## src/rtl/hsvr_pkg.sv

```systemverilog
// shared types, constants and helpers for the hsv rainbow pwm stepper
// no dependencies; imported by hsvr_alu, hsv_rainbow_pwm_stepper and hsvr_checker
`default_nettype none

package hsvr_pkg;

    localparam int unsigned NUM_W = 28;

    localparam logic [NUM_W-1:0] DIVISOR = 28'd600000;
    localparam logic [12:0]      K_FULL  = 13'd6000;

    localparam logic ALU_MUL = 1'b0;
    localparam logic ALU_DIV = 1'b1;

    localparam logic [2:0] SEC_RED     = 3'd0;
    localparam logic [2:0] SEC_YELLOW  = 3'd1;
    localparam logic [2:0] SEC_GREEN   = 3'd2;
    localparam logic [2:0] SEC_CYAN    = 3'd3;
    localparam logic [2:0] SEC_BLUE    = 3'd4;
    localparam logic [2:0] SEC_MAGENTA = 3'd5;

    typedef struct packed {
        logic             op;
        logic [NUM_W-1:0] a;
        logic [15:0]      b;
        logic [2:0]       shift;
    } alu_req_t;

    typedef struct packed {
        logic [NUM_W-1:0] res;
        logic             qbit;
    } alu_rsp_t;

    typedef struct packed {
        logic [2:0] sector;
        logic [5:0] frac;
    } hue_pos_t;

    function automatic hue_pos_t hue_split(input logic [8:0] h);
        hue_pos_t   p;
        logic [8:0] r;
        priority if (h >= 9'd300)
        begin
            p.sector = SEC_MAGENTA;
            r = h - 9'd300;
        end
        else if (h >= 9'd240)
        begin
            p.sector = SEC_BLUE;
            r = h - 9'd240;
        end
        else if (h >= 9'd180)
        begin
            p.sector = SEC_CYAN;
            r = h - 9'd180;
        end
        else if (h >= 9'd120)
        begin
            p.sector = SEC_GREEN;
            r = h - 9'd120;
        end
        else if (h >= 9'd60)
        begin
            p.sector = SEC_YELLOW;
            r = h - 9'd60;
        end
        else
        begin
            p.sector = SEC_RED;
            r = h;
        end
        p.frac = r[5:0];
        return p;
    endfunction

endpackage

`default_nettype wire

```

## src/rtl/hsv_rainbow_pwm_stepper.sv

```systemverilog
// HSV rainbow stepper: each request with tick set converts the stored hue to 8-bit red,
// green and blue using the configured saturation and brightness, scales each colour to a
// PWM compare value floor(colour*pwm_top/256) and then advances the hue by hue_step
// modulo 360. A request with tick clear is taken and ignored. All arithmetic runs on one
// shared multiply / compare-subtract unit: three set-up products, then per channel one
// product, eight restoring division steps by 600000 and one compare product. tick_stall is
// high outside idle, so a new request is taken only once the last one is loaded; the output
// register lets the next request in while a result still waits.
// depends on hsvr_pkg and hsvr_alu
`default_nettype none

module hsv_rainbow_pwm_stepper #(
    parameter int unsigned COMPARE_WIDTH = 16
) (
    input  wire logic        clk,
    input  wire logic        rst_n,

    input  wire logic        cfg_valid,
    output      logic        cfg_ready,
    input  wire logic [1:0]  cfg_index,
    input  wire logic [15:0] cfg_data,

    input  wire logic        tick_valid,
    output      logic        tick_stall,
    input  wire logic        tick,

    output      logic        result_valid,
    input  wire logic        result_stall,
    output      logic [8:0]  hue_used,
    output      logic [7:0]  red_level,
    output      logic [7:0]  green_level,
    output      logic [7:0]  blue_level,
    output      logic [15:0] red_compare,
    output      logic [15:0] green_compare,
    output      logic [15:0] blue_compare
);
    import hsvr_pkg::*;

    localparam int unsigned SAT_W = (COMPARE_WIDTH < 16) ? COMPARE_WIDTH : 16;
    localparam logic [15:0] CMP_LIMIT = 16'((33'd1 << SAT_W) - 33'd1);

    localparam logic [2:0] ST_IDLE = 3'd0;
    localparam logic [2:0] ST_PREP = 3'd1;
    localparam logic [2:0] ST_MUL  = 3'd2;
    localparam logic [2:0] ST_DIV  = 3'd3;
    localparam logic [2:0] ST_CMP  = 3'd4;
    localparam logic [2:0] ST_LOAD = 3'd5;

    localparam logic [1:0] CFG_HUE_STEP   = 2'd0;
    localparam logic [1:0] CFG_SATURATION = 2'd1;
    localparam logic [1:0] CFG_BRIGHTNESS = 2'd2;
    localparam logic [1:0] CFG_PWM_TOP    = 2'd3;

    localparam logic [1:0] CH_RED   = 2'd0;
    localparam logic [1:0] CH_GREEN = 2'd1;
    localparam logic [1:0] CH_BLUE  = 2'd2;

    logic [2:0]  state_reg, state_next;
    logic [2:0]  cnt_reg, cnt_next;
    logic [1:0]  ch_reg, ch_next;

    logic [8:0]  hue_step_reg;
    logic [6:0]  sat_reg;
    logic [6:0]  bri_reg;
    logic [15:0] pwm_top_reg;
    logic [8:0]  hue_angle_reg, hue_angle_next;
    logic        out_valid_reg, out_valid_next;

    logic [8:0]       hue_reg;
    logic [2:0]       sector_reg;
    logic [5:0]       frac_reg;
    logic [12:0]      adj_k_reg;
    logic [12:0]      mn_k_reg;
    logic [14:0]      v255_reg;
    logic [NUM_W-1:0] rem_reg;
    logic [7:0]       quo_reg;
    logic [7:0]       level_reg [3];
    logic [15:0]      cmp_reg [3];

    logic [8:0]  hue_used_reg;
    logic [7:0]  red_level_reg, green_level_reg, blue_level_reg;
    logic [15:0] red_compare_reg, green_compare_reg, blue_compare_reg;

    logic [6:0]  sat_c, bri_c;
    logic [12:0] k_up, k_down, k_r, k_g, k_b, k_sel;
    logic [9:0]  hue_sum;
    logic [15:0] cmp_raw, cmp_sat;
    logic        take_tick, do_load;
    hue_pos_t    hue_pos;
    alu_req_t    alu_req;
    alu_rsp_t    alu_rsp;

    hsvr_alu u_alu (
        .req (alu_req),
        .rsp (alu_rsp)
    );

    assign cfg_ready  = 1'b1;
    assign tick_stall = (state_reg != ST_IDLE);
    assign take_tick  = tick_valid && !tick_stall && tick;
    assign do_load    = (state_reg == ST_LOAD) && (!out_valid_reg || !result_stall);

    assign sat_c   = (sat_reg > 7'd100) ? 7'd100 : sat_reg;
    assign bri_c   = (bri_reg > 7'd100) ? 7'd100 : bri_reg;
    assign hue_pos = hue_split(hue_angle_reg);
    assign hue_sum = {1'b0, hue_angle_reg} + {1'b0, hue_step_reg};
    assign cmp_raw = alu_rsp.res[23:8];
    assign cmp_sat = (cmp_raw > CMP_LIMIT) ? CMP_LIMIT : cmp_raw;

    // per-channel numerator factor from the hue sector
    always_comb
    begin
        k_up   = mn_k_reg + adj_k_reg;
        k_down = K_FULL - adj_k_reg;
        unique case (sector_reg)
            SEC_RED:     begin k_r = K_FULL;   k_g = k_up;     k_b = mn_k_reg; end
            SEC_YELLOW:  begin k_r = k_down;   k_g = K_FULL;   k_b = mn_k_reg; end
            SEC_GREEN:   begin k_r = mn_k_reg; k_g = K_FULL;   k_b = k_up;     end
            SEC_CYAN:    begin k_r = mn_k_reg; k_g = k_down;   k_b = K_FULL;   end
            SEC_BLUE:    begin k_r = k_up;     k_g = mn_k_reg; k_b = K_FULL;   end
            default:     begin k_r = K_FULL;   k_g = mn_k_reg; k_b = k_down;   end
        endcase
        unique case (ch_reg)
            CH_RED:   k_sel = k_r;
            CH_GREEN: k_sel = k_g;
            default:  k_sel = k_b;
        endcase
    end

    always_comb
    begin
        alu_req.op    = ALU_MUL;
        alu_req.a     = '0;
        alu_req.b     = '0;
        alu_req.shift = cnt_reg;
        unique case (state_reg)
            ST_PREP:
            begin
                if (cnt_reg == 3'd0)
                begin
                    alu_req.a = NUM_W'(sat_c);
                    alu_req.b = 16'(frac_reg);
                end
                else if (cnt_reg == 3'd1)
                begin
                    alu_req.a = NUM_W'(7'd100 - sat_c);
                    alu_req.b = 16'd60;
                end
                else
                begin
                    alu_req.a = NUM_W'(bri_c);
                    alu_req.b = 16'd255;
                end
            end
            ST_MUL:
            begin
                alu_req.a = NUM_W'(v255_reg);
                alu_req.b = 16'(k_sel);
            end
            ST_DIV:
            begin
                alu_req.op = ALU_DIV;
                alu_req.a  = rem_reg;
            end
            ST_CMP:
            begin
                alu_req.a = NUM_W'(quo_reg);
                alu_req.b = pwm_top_reg;
            end
            default:
            begin
                alu_req.op = ALU_MUL;
            end
        endcase
    end

    always_comb
    begin
        state_next     = state_reg;
        cnt_next       = cnt_reg;
        ch_next        = ch_reg;
        hue_angle_next = hue_angle_reg;
        out_valid_next = out_valid_reg && result_stall;
        unique case (state_reg)
            ST_IDLE:
            begin
                if (take_tick)
                begin
                    state_next = ST_PREP;
                    cnt_next   = 3'd0;
                    priority if (hue_sum >= 10'd720)
                        hue_angle_next = 9'(hue_sum - 10'd720);
                    else if (hue_sum >= 10'd360)
                        hue_angle_next = 9'(hue_sum - 10'd360);
                    else
                        hue_angle_next = hue_sum[8:0];
                end
            end
            ST_PREP:
            begin
                if (cnt_reg == 3'd2)
                begin
                    state_next = ST_MUL;
                    ch_next    = CH_RED;
                end
                else
                begin
                    cnt_next = cnt_reg + 3'd1;
                end
            end
            ST_MUL:
            begin
                state_next = ST_DIV;
                cnt_next   = 3'd7;
            end
            ST_DIV:
            begin
                if (cnt_reg == 3'd0)
                    state_next = ST_CMP;
                else
                    cnt_next = cnt_reg - 3'd1;
            end
            ST_CMP:
            begin
                if (ch_reg == CH_BLUE)
                begin
                    state_next = ST_LOAD;
                end
                else
                begin
                    state_next = ST_MUL;
                    ch_next    = ch_reg + 2'd1;
                end
            end
            ST_LOAD:
            begin
                if (do_load)
                begin
                    state_next     = ST_IDLE;
                    out_valid_next = 1'b1;
                end
            end
            default:
            begin
                state_next = ST_IDLE;
            end
        endcase
    end

    always_ff @(posedge clk or negedge rst_n)
    begin
        if (!rst_n)
        begin
            state_reg     <= ST_IDLE;
            cnt_reg       <= '0;
            ch_reg        <= CH_RED;
            hue_angle_reg <= '0;
            out_valid_reg <= 1'b0;
            hue_step_reg  <= 9'd4;
            sat_reg       <= 7'd100;
            bri_reg       <= 7'd100;
            pwm_top_reg   <= 16'd999;
        end
        else
        begin
            state_reg     <= state_next;
            cnt_reg       <= cnt_next;
            ch_reg        <= ch_next;
            hue_angle_reg <= hue_angle_next;
            out_valid_reg <= out_valid_next;
            if (cfg_valid && cfg_ready)
            begin
                unique case (cfg_index)
                    CFG_HUE_STEP:   hue_step_reg <= cfg_data[8:0];
                    CFG_SATURATION: sat_reg      <= cfg_data[6:0];
                    CFG_BRIGHTNESS: bri_reg      <= cfg_data[6:0];
                    CFG_PWM_TOP:    pwm_top_reg  <= cfg_data;
                endcase
            end
        end
    end

    always_ff @(posedge clk)
    begin
        if (take_tick)
        begin
            hue_reg    <= hue_angle_reg;
            sector_reg <= hue_pos.sector;
            frac_reg   <= hue_pos.frac;
        end
        if (state_reg == ST_PREP)
        begin
            if (cnt_reg == 3'd0)
                adj_k_reg <= alu_rsp.res[12:0];
            else if (cnt_reg == 3'd1)
                mn_k_reg <= alu_rsp.res[12:0];
            else
                v255_reg <= alu_rsp.res[14:0];
        end
        if (state_reg == ST_MUL)
        begin
            rem_reg <= alu_rsp.res;
            quo_reg <= '0;
        end
        if (state_reg == ST_DIV)
        begin
            rem_reg          <= alu_rsp.res;
            quo_reg[cnt_reg] <= alu_rsp.qbit;
        end
        if (state_reg == ST_CMP)
        begin
            level_reg[ch_reg] <= quo_reg;
            cmp_reg[ch_reg]   <= cmp_sat;
        end
        if (do_load)
        begin
            hue_used_reg      <= hue_reg;
            red_level_reg     <= level_reg[CH_RED];
            green_level_reg   <= level_reg[CH_GREEN];
            blue_level_reg    <= level_reg[CH_BLUE];
            red_compare_reg   <= cmp_reg[CH_RED];
            green_compare_reg <= cmp_reg[CH_GREEN];
            blue_compare_reg  <= cmp_reg[CH_BLUE];
        end
    end

    assign result_valid  = out_valid_reg;
    assign hue_used      = hue_used_reg;
    assign red_level     = red_level_reg;
    assign green_level   = green_level_reg;
    assign blue_level    = blue_level_reg;
    assign red_compare   = red_compare_reg;
    assign green_compare = green_compare_reg;
    assign blue_compare  = blue_compare_reg;

    a_hue_in_range: assert property (@(posedge clk) disable iff (!rst_n)
        hue_angle_reg < 9'd360)
        else $error("hue angle left 0..359");

    a_tick_starts: assert property (@(posedge clk) disable iff (!rst_n)
        (tick_valid && !tick_stall && tick) |=> (state_reg == ST_PREP))
        else $error("accepted tick did not start conversion");

    a_div_bound: assert property (@(posedge clk) disable iff (!rst_n)
        (state_reg == ST_DIV) |->
            ({1'b0, rem_reg} < ({1'b0, DIVISOR} << ({1'b0, cnt_reg} + 4'd1))))
        else $error("division remainder out of range");

endmodule

`default_nettype wire

```

## src/rtl/hsvr_alu.sv

```systemverilog
// shared arithmetic unit: 16x16 multiply or one restoring division step
// depends on hsvr_pkg
`default_nettype none

module hsvr_alu (
    input  wire hsvr_pkg::alu_req_t req,
    output      hsvr_pkg::alu_rsp_t rsp
);
    import hsvr_pkg::*;

    logic [31:0]      prod;
    logic [NUM_W-1:0] dsh;

    always_comb
    begin
        prod = req.a[15:0] * req.b;
        dsh  = DIVISOR << req.shift;
        unique case (req.op)
            ALU_MUL:
            begin
                rsp.res  = prod[NUM_W-1:0];
                rsp.qbit = 1'b0;
            end
            ALU_DIV:
            begin
                if (req.a >= dsh)
                begin
                    rsp.res  = req.a - dsh;
                    rsp.qbit = 1'b1;
                end
                else
                begin
                    rsp.res  = req.a;
                    rsp.qbit = 1'b0;
                end
            end
        endcase
    end

endmodule

`default_nettype wire

```

## config.mk

```make
export PLATFORM = sky130hd
export DESIGN_NAME = hsv_rainbow_pwm_stepper
export DESIGN_NICKNAME = d
export VERILOG_FILES = /design/src/rtl/hsvr_pkg.sv /design/src/rtl/hsv_rainbow_pwm_stepper.sv /design/src/rtl/hsvr_alu.sv
export SDC_FILE = /design/constraint.sdc
export NUM_CORES = 1
export LEC_CHECK = 0
export BUFFER_PORTS_ARGS = -buffer_cell sky130_fd_sc_hd__buf_4
export CAP_MARGIN = 20
export CORE_ASPECT_RATIO = 1.1
export CORE_UTILIZATION = 30
export CTS_BUF_LIST = sky130_fd_sc_hd__clkbuf_4
export DETAILED_ROUTE_END_ITERATION = 7
export PLACE_DENSITY = 0.42
export SLEW_MARGIN = 20
export SYNTH_ARGS = -nofsm -noshare
export SYNTH_HDL_FRONTEND = slang
export SYNTH_SLANG_ARGS = --single-unit
```

## constraint.sdc

```tcl
create_clock -name clk -period 9.1 [get_ports clk]
set_clock_uncertainty 0.05 [all_clocks]
set_input_delay 0 -clock clk [delete_from_list [all_inputs] [get_ports clk]]
set_output_delay 0 -clock clk [all_outputs]
set_load 0.01 [all_outputs]
```

-- Word-level counts from Yosys, hierarchy flattened
Memories as Yosys holds them, arrays and structs flattened. A register that Yosys moved wholly into a read port is not among the register bits.
Cells that the tools add are included.
- add/subtract/negate cells: 15
- $mul: 1
- magnitude comparators: 13
- equal/unequal tests: 23
- shift-type cells: 1
- muxes and demuxes: 49
- bitwise gates (word level): 3
- reduce and logical (&&, ||, !) cells: 34
- operator list (cell ; number):
    $pmux 13 s3 ; 3
    $pmux 28 s4 ; 1
    $mux 44 ; 2
    $pmux 29 s2 ; 1
    $mux 28 ; 2
    $pmux 16 s3 ; 1
    $mux 6 ; 5
    $sub 6x6->6 const B ; 5
    $mux 29 ; 1
    $ge 28x28->1 ; 1
    $mul 16x16->28 ; 1
    $shl 20x3->28 const A ; 1
    $sub 28x28->28 ; 1
    $pmux 13 s2 ; 1
    $mux 3 ; 8
    $ge 9x8->1 const B ; 2
    $mux 9 ; 2
    $pmux 3 s6 ; 1
    $gt 16x16->1 const B ; 1
    $mux 16 ; 1
    $mux 8 ; 2
    $eq 3x2->1 const B ; 5
    $gt 7x7->1 const B ; 2
    $mux 7 ; 2
    40 further kinds ; 87
- bits in registers: 161
- memory bits (writable): 72
- word-level logic and storage cells: 160
- memories kept: 2
- memories (memory ; depth ; bits a word ; read ports ; clocked after memory_dff ; write ports ; RTL line ; text):
    cmp_reg ; 3 ; 16 ; 3 ; 3 ; 1 ; hsv_rainbow_pwm_stepper.sv:78 ; logic [15:0] cmp_reg [3];
    level_reg ; 3 ; 8 ; 3 ; 3 ; 1 ; hsv_rainbow_pwm_stepper.sv:77 ; logic [7:0] level_reg [3];

-- Depth between registers and ports, before layout
- depth after elaboration: 11
- depth in mapped cells: 33
- mapped depth without buffers: 32

-- By module
Synthesis repeated with hierarchy kept, for this count alone.
- cells, all modules: 2245
- area, all modules: 23595.1 µm²
- modules (own cells, without submodules) (module ; times used ; cells an instance ; area each (µm²) ; sequential area each (µm²)):
    hsv_rainbow_pwm_stepper ; 1 ; 1120 ; 14152.3 ; 8752.1
    hsvr_alu ; 1 ; 1125 ; 9442.8 ; 0.0

-- Least setup slack after synthesis
OpenSTA, ideal clock, no wires.
- kind: register to register
- from: register cnt_reg[0]
- to: register rem_reg[25], data pin
- library setup time: 0.271 ns
- arrival time: 7.901 ns
- slack: 0.879 ns
- stages on the path, launching flop included: 32
- path through: dfrtp_1 clkbuf_1 inv_1 ha_1 ha_1 clkbuf_1 nor3_2 a21oi_1 o21ai_0 a211oi_1 a22o_1 buf_2 nor2_1 fa_1 inv_1 fa_1 fa_1 fa_1 inv_1 fa_1 inv_1 fa_1 inv_1 ha_1 a211oi_1 nor2_1 a2111oi_2 nor3_1 o21a_1 o41a_1 xnor2_1 a21boi_1
- RTL lines (what ; RTL line ; text):
    start: declaration ; hsv_rainbow_pwm_stepper.sv:59 ; logic [2:0] cnt_reg, cnt_next;
    start signal: assignment ; hsv_rainbow_pwm_stepper.sv:267 ; cnt_reg <= cnt_next;
    end signal: assignment ; hsv_rainbow_pwm_stepper.sv:302 ; rem_reg <= alu_rsp.res;
    end signal: assignment ; hsv_rainbow_pwm_stepper.sv:307 ; rem_reg <= alu_rsp.res;
    end: declaration ; hsv_rainbow_pwm_stepper.sv:75 ; logic [NUM_W-1:0] rem_reg;

==> reports/metrics.yaml <==
synth_cell_types: 107
status: "finished clean"
drtIter0Drc: 998
yosysMostFrequentCell: "inv_1"
die_h_um: 295
critPathArrivalTime_ns: 9.09
holdCritPathClass: "in2reg"
syn-instance-count: 2222
cts.clk_slew.worst_paths_ns: 0.06
timing.fmax_mhz: 116
num_rows: 106
synth_area_mm2: 0.0233
crit_type: "reg2reg"
vias: 17536
grt_pass1_vias: 18461
drc: 0
grt_use_total_pct: 18.8
ioPinCount: 108
slew_viol_final: 0
final_nets: 2868
seq_area_frac_synth_pct: 37.5
fin_crit_ns: 8.59
finalSetupTns_ns: 0
area_delta_synth_final_pct: 17.6
grt_pass1_wl_mm: 111
vias_per_cell: 4.88
cp_max_fo: 7
synth_edf_count: 238
path_depth: 30
clkLatencyLatePin_ns: 0.84
cp_slowest_stage_delay_ns: 0.56
port-buffer-count: 106
rr_worst_depth: 30
clockBufferDepth: 3
die_w_um: 268
critPathLaunchType: "register"
ys.flop_type: "edfxtp_1"
dp_cells: 3390
ys_seq_elements: 303
grt_overflow: 0
cts_htree_levels: 3
antenna_found_initial: 5
drive_gt1_share_pct: 17.6
cts_made_buffers: 83
synth_area_per_cell_um2: 10.5
drt-wirelength-per-cell_um: 20.2
finalWirelength_mm: 72.5
path_delay_family: "adder cells"
cap_violations: 0
crit_buf_inv: 5
critical_path.slowest_cell: "fa_1"
rsz0062_at_grt: "false"
hold_viol: 0
synth_common_cells: "inv_1 (274), edfxtp_1 (238), nand2_1 (219), fa_1 (191), ha_1 (154)"
die_area_mm2: 0.0789
tightest_slew_ns: 1.04
antenna_left: 0
core_mm2: 0.0765
synth_async_sr_flop_share_pct: 18.8
synth_top_cell_area_share_pct: 30.6
drt_first_pass_iters: 5
setup-violations-final: 0
cp_common_cell: "fa_1"
start_util_pct: 30.5
tritoncts: "yes"
required_ns: 9.60
worstHoldPathCells: 3
synth_top_area_cell: "edfxtp_1"
netlist_top_cells_area: "edfxtp_1 (31%), fa_1 (16%), ha_1 (8.3%)"
yosysWarnings: 0
grt_start_max_net_pins: 64
cts-root-buf: "clkbuf_4"
fin_crit_sh_pct: 94.4
layout.cells.non_filler: 3594
place.gp.congestion: 0.943
clock_sinks: 303
dp_hpwl_mm: 56.7
worst_setup_path_end_kind: "register"
relSlewSlack_pct: 30.8
largest_reg_flops: 48
path summary, 6_finish.rpt:
path                                from               to  slack, ns
min in group asynchronous          rst_n       bri_reg[2]       0.39
setup / recovery            adj_k_reg[0]      rem_reg[25]       0.51
max in group asynchronous          rst_n  pwm_top_reg[15]       8.27
hold reg to reg            cmp_reg[2][0]  blue_compare[0]       0.30
hold / removal              result_stall    blue_level[3]       0.15
setup reg to reg            adj_k_reg[0]      rem_reg[25]       0.51
logic make-up (layout without fill, tap and decap cells):
group / Yosys count / in the layout / share of synthesized area [%]
other cells: 2 / 32 / 0.0322
flops: 303 / 303 / 37.5
mux: 68 / 68 / 3.19
compound gates: 473 / 473 / 13.9
fa+ha+maj: 345 / 345 / 24.6
buf+inv: 366 / 682 / 6.22
simple gates: 597 / 597 / 11.9
xor+xnor: 68 / 68 / 2.58
routing by layer:
metal  part of all wire, %  global-route usage [%]  up-vias
met3                   4.3                    2.83       89
met4                   2.7                    6.34        2
met5                 0.018                       0        -
li1                      -                       -     8345
met2                    50                    33.0      417
met1                    43                    23.3     8683
final cells by class:
class                   count  area (um2)
fillers                  7788       49100
inverters                 285        1070
well taps                1026        1280
multi-input cells        1579       13300
flip-flops and latches    303        8750
clock buffers             122         916
repair buffers            247        2000
clock inverters            28         128
diodes                      4        10.0
per-stage QoR:
| step | utilization [%] | area [um2] | setup slack (ns) | hold slack (ns) |
|---|---|---|---|---|
| after floorplan | - | 23400 | 0.879 | -0.346 |
| after global placement | 33.8 | 25900 | 0.353 | 0.107 |
| after detailed placement | 33.8 | 25900 | 0.314 | 0.115 |
| after CTS | 35.8 | 27400 | 0.297 | 0.0680 |
| after global routing | 35.9 | 27400 | 0.0382 | 0.0798 |
| final | 35.9 | 27400 | 0.511 | 0.147 |
what timing repair did:
item	CTS	global route
setup endpoints to repair	0	28
hold endpoints to repair	130	0
hold buffers	47	0
buffers inserted	0	3
gates resized for setup	0	5
worst min-delay path, delay by kind of cell:
family / cells / cell delay [ns]
AOI/OAI and AO/OA: 1 / 0.17
buffers and inverters: 2 / 0.65
cells in the final DEF, fill, tap and decap left out, types with 17 or more instances in the layout:
| cell | synthesis | final |
|---|---|---|
| o21ai_0 | 81 | 80 |
| mux2_2 | 51 | 51 |
| o21ai_1 | 23 | 24 |
| edfxtp_1 | 238 | 238 |
| nand2b_1 | 21 | 21 |
| and3_1 | 32 | 32 |
| nor2_1 | 144 | 143 |
| inv_1 | 274 | 274 |
| ha_1 | 154 | 154 |
| a21o_1 | 20 | 20 |
| a211oi_1 | 20 | 19 |
| xor2_1 | 30 | 30 |
| a21oi_1 | 121 | 118 |
| o211ai_1 | 17 | 17 |
| xnor2_1 | 37 | 37 |
| mux2i_1 | 17 | 17 |
| nand2_1 | 219 | 219 |
| nor3_1 | 22 | 21 |
| dlygate4sd3_1 | 0 | 46 |
| and2_1 | 33 | 33 |
| buf_4 | 8 | 199 |
| fa_1 | 191 | 191 |
| clkinv_1 | 7 | 26 |
| dfrtp_1 | 42 | 41 |
| nand3_1 | 48 | 48 |
| clkbuf_4 | 0 | 122 |
| conb_1 | 2 | 28 |
Power is left out: the tool's default activity adds up to more than one toggle a clock period on the data nets, which glitch-free logic cannot reach.
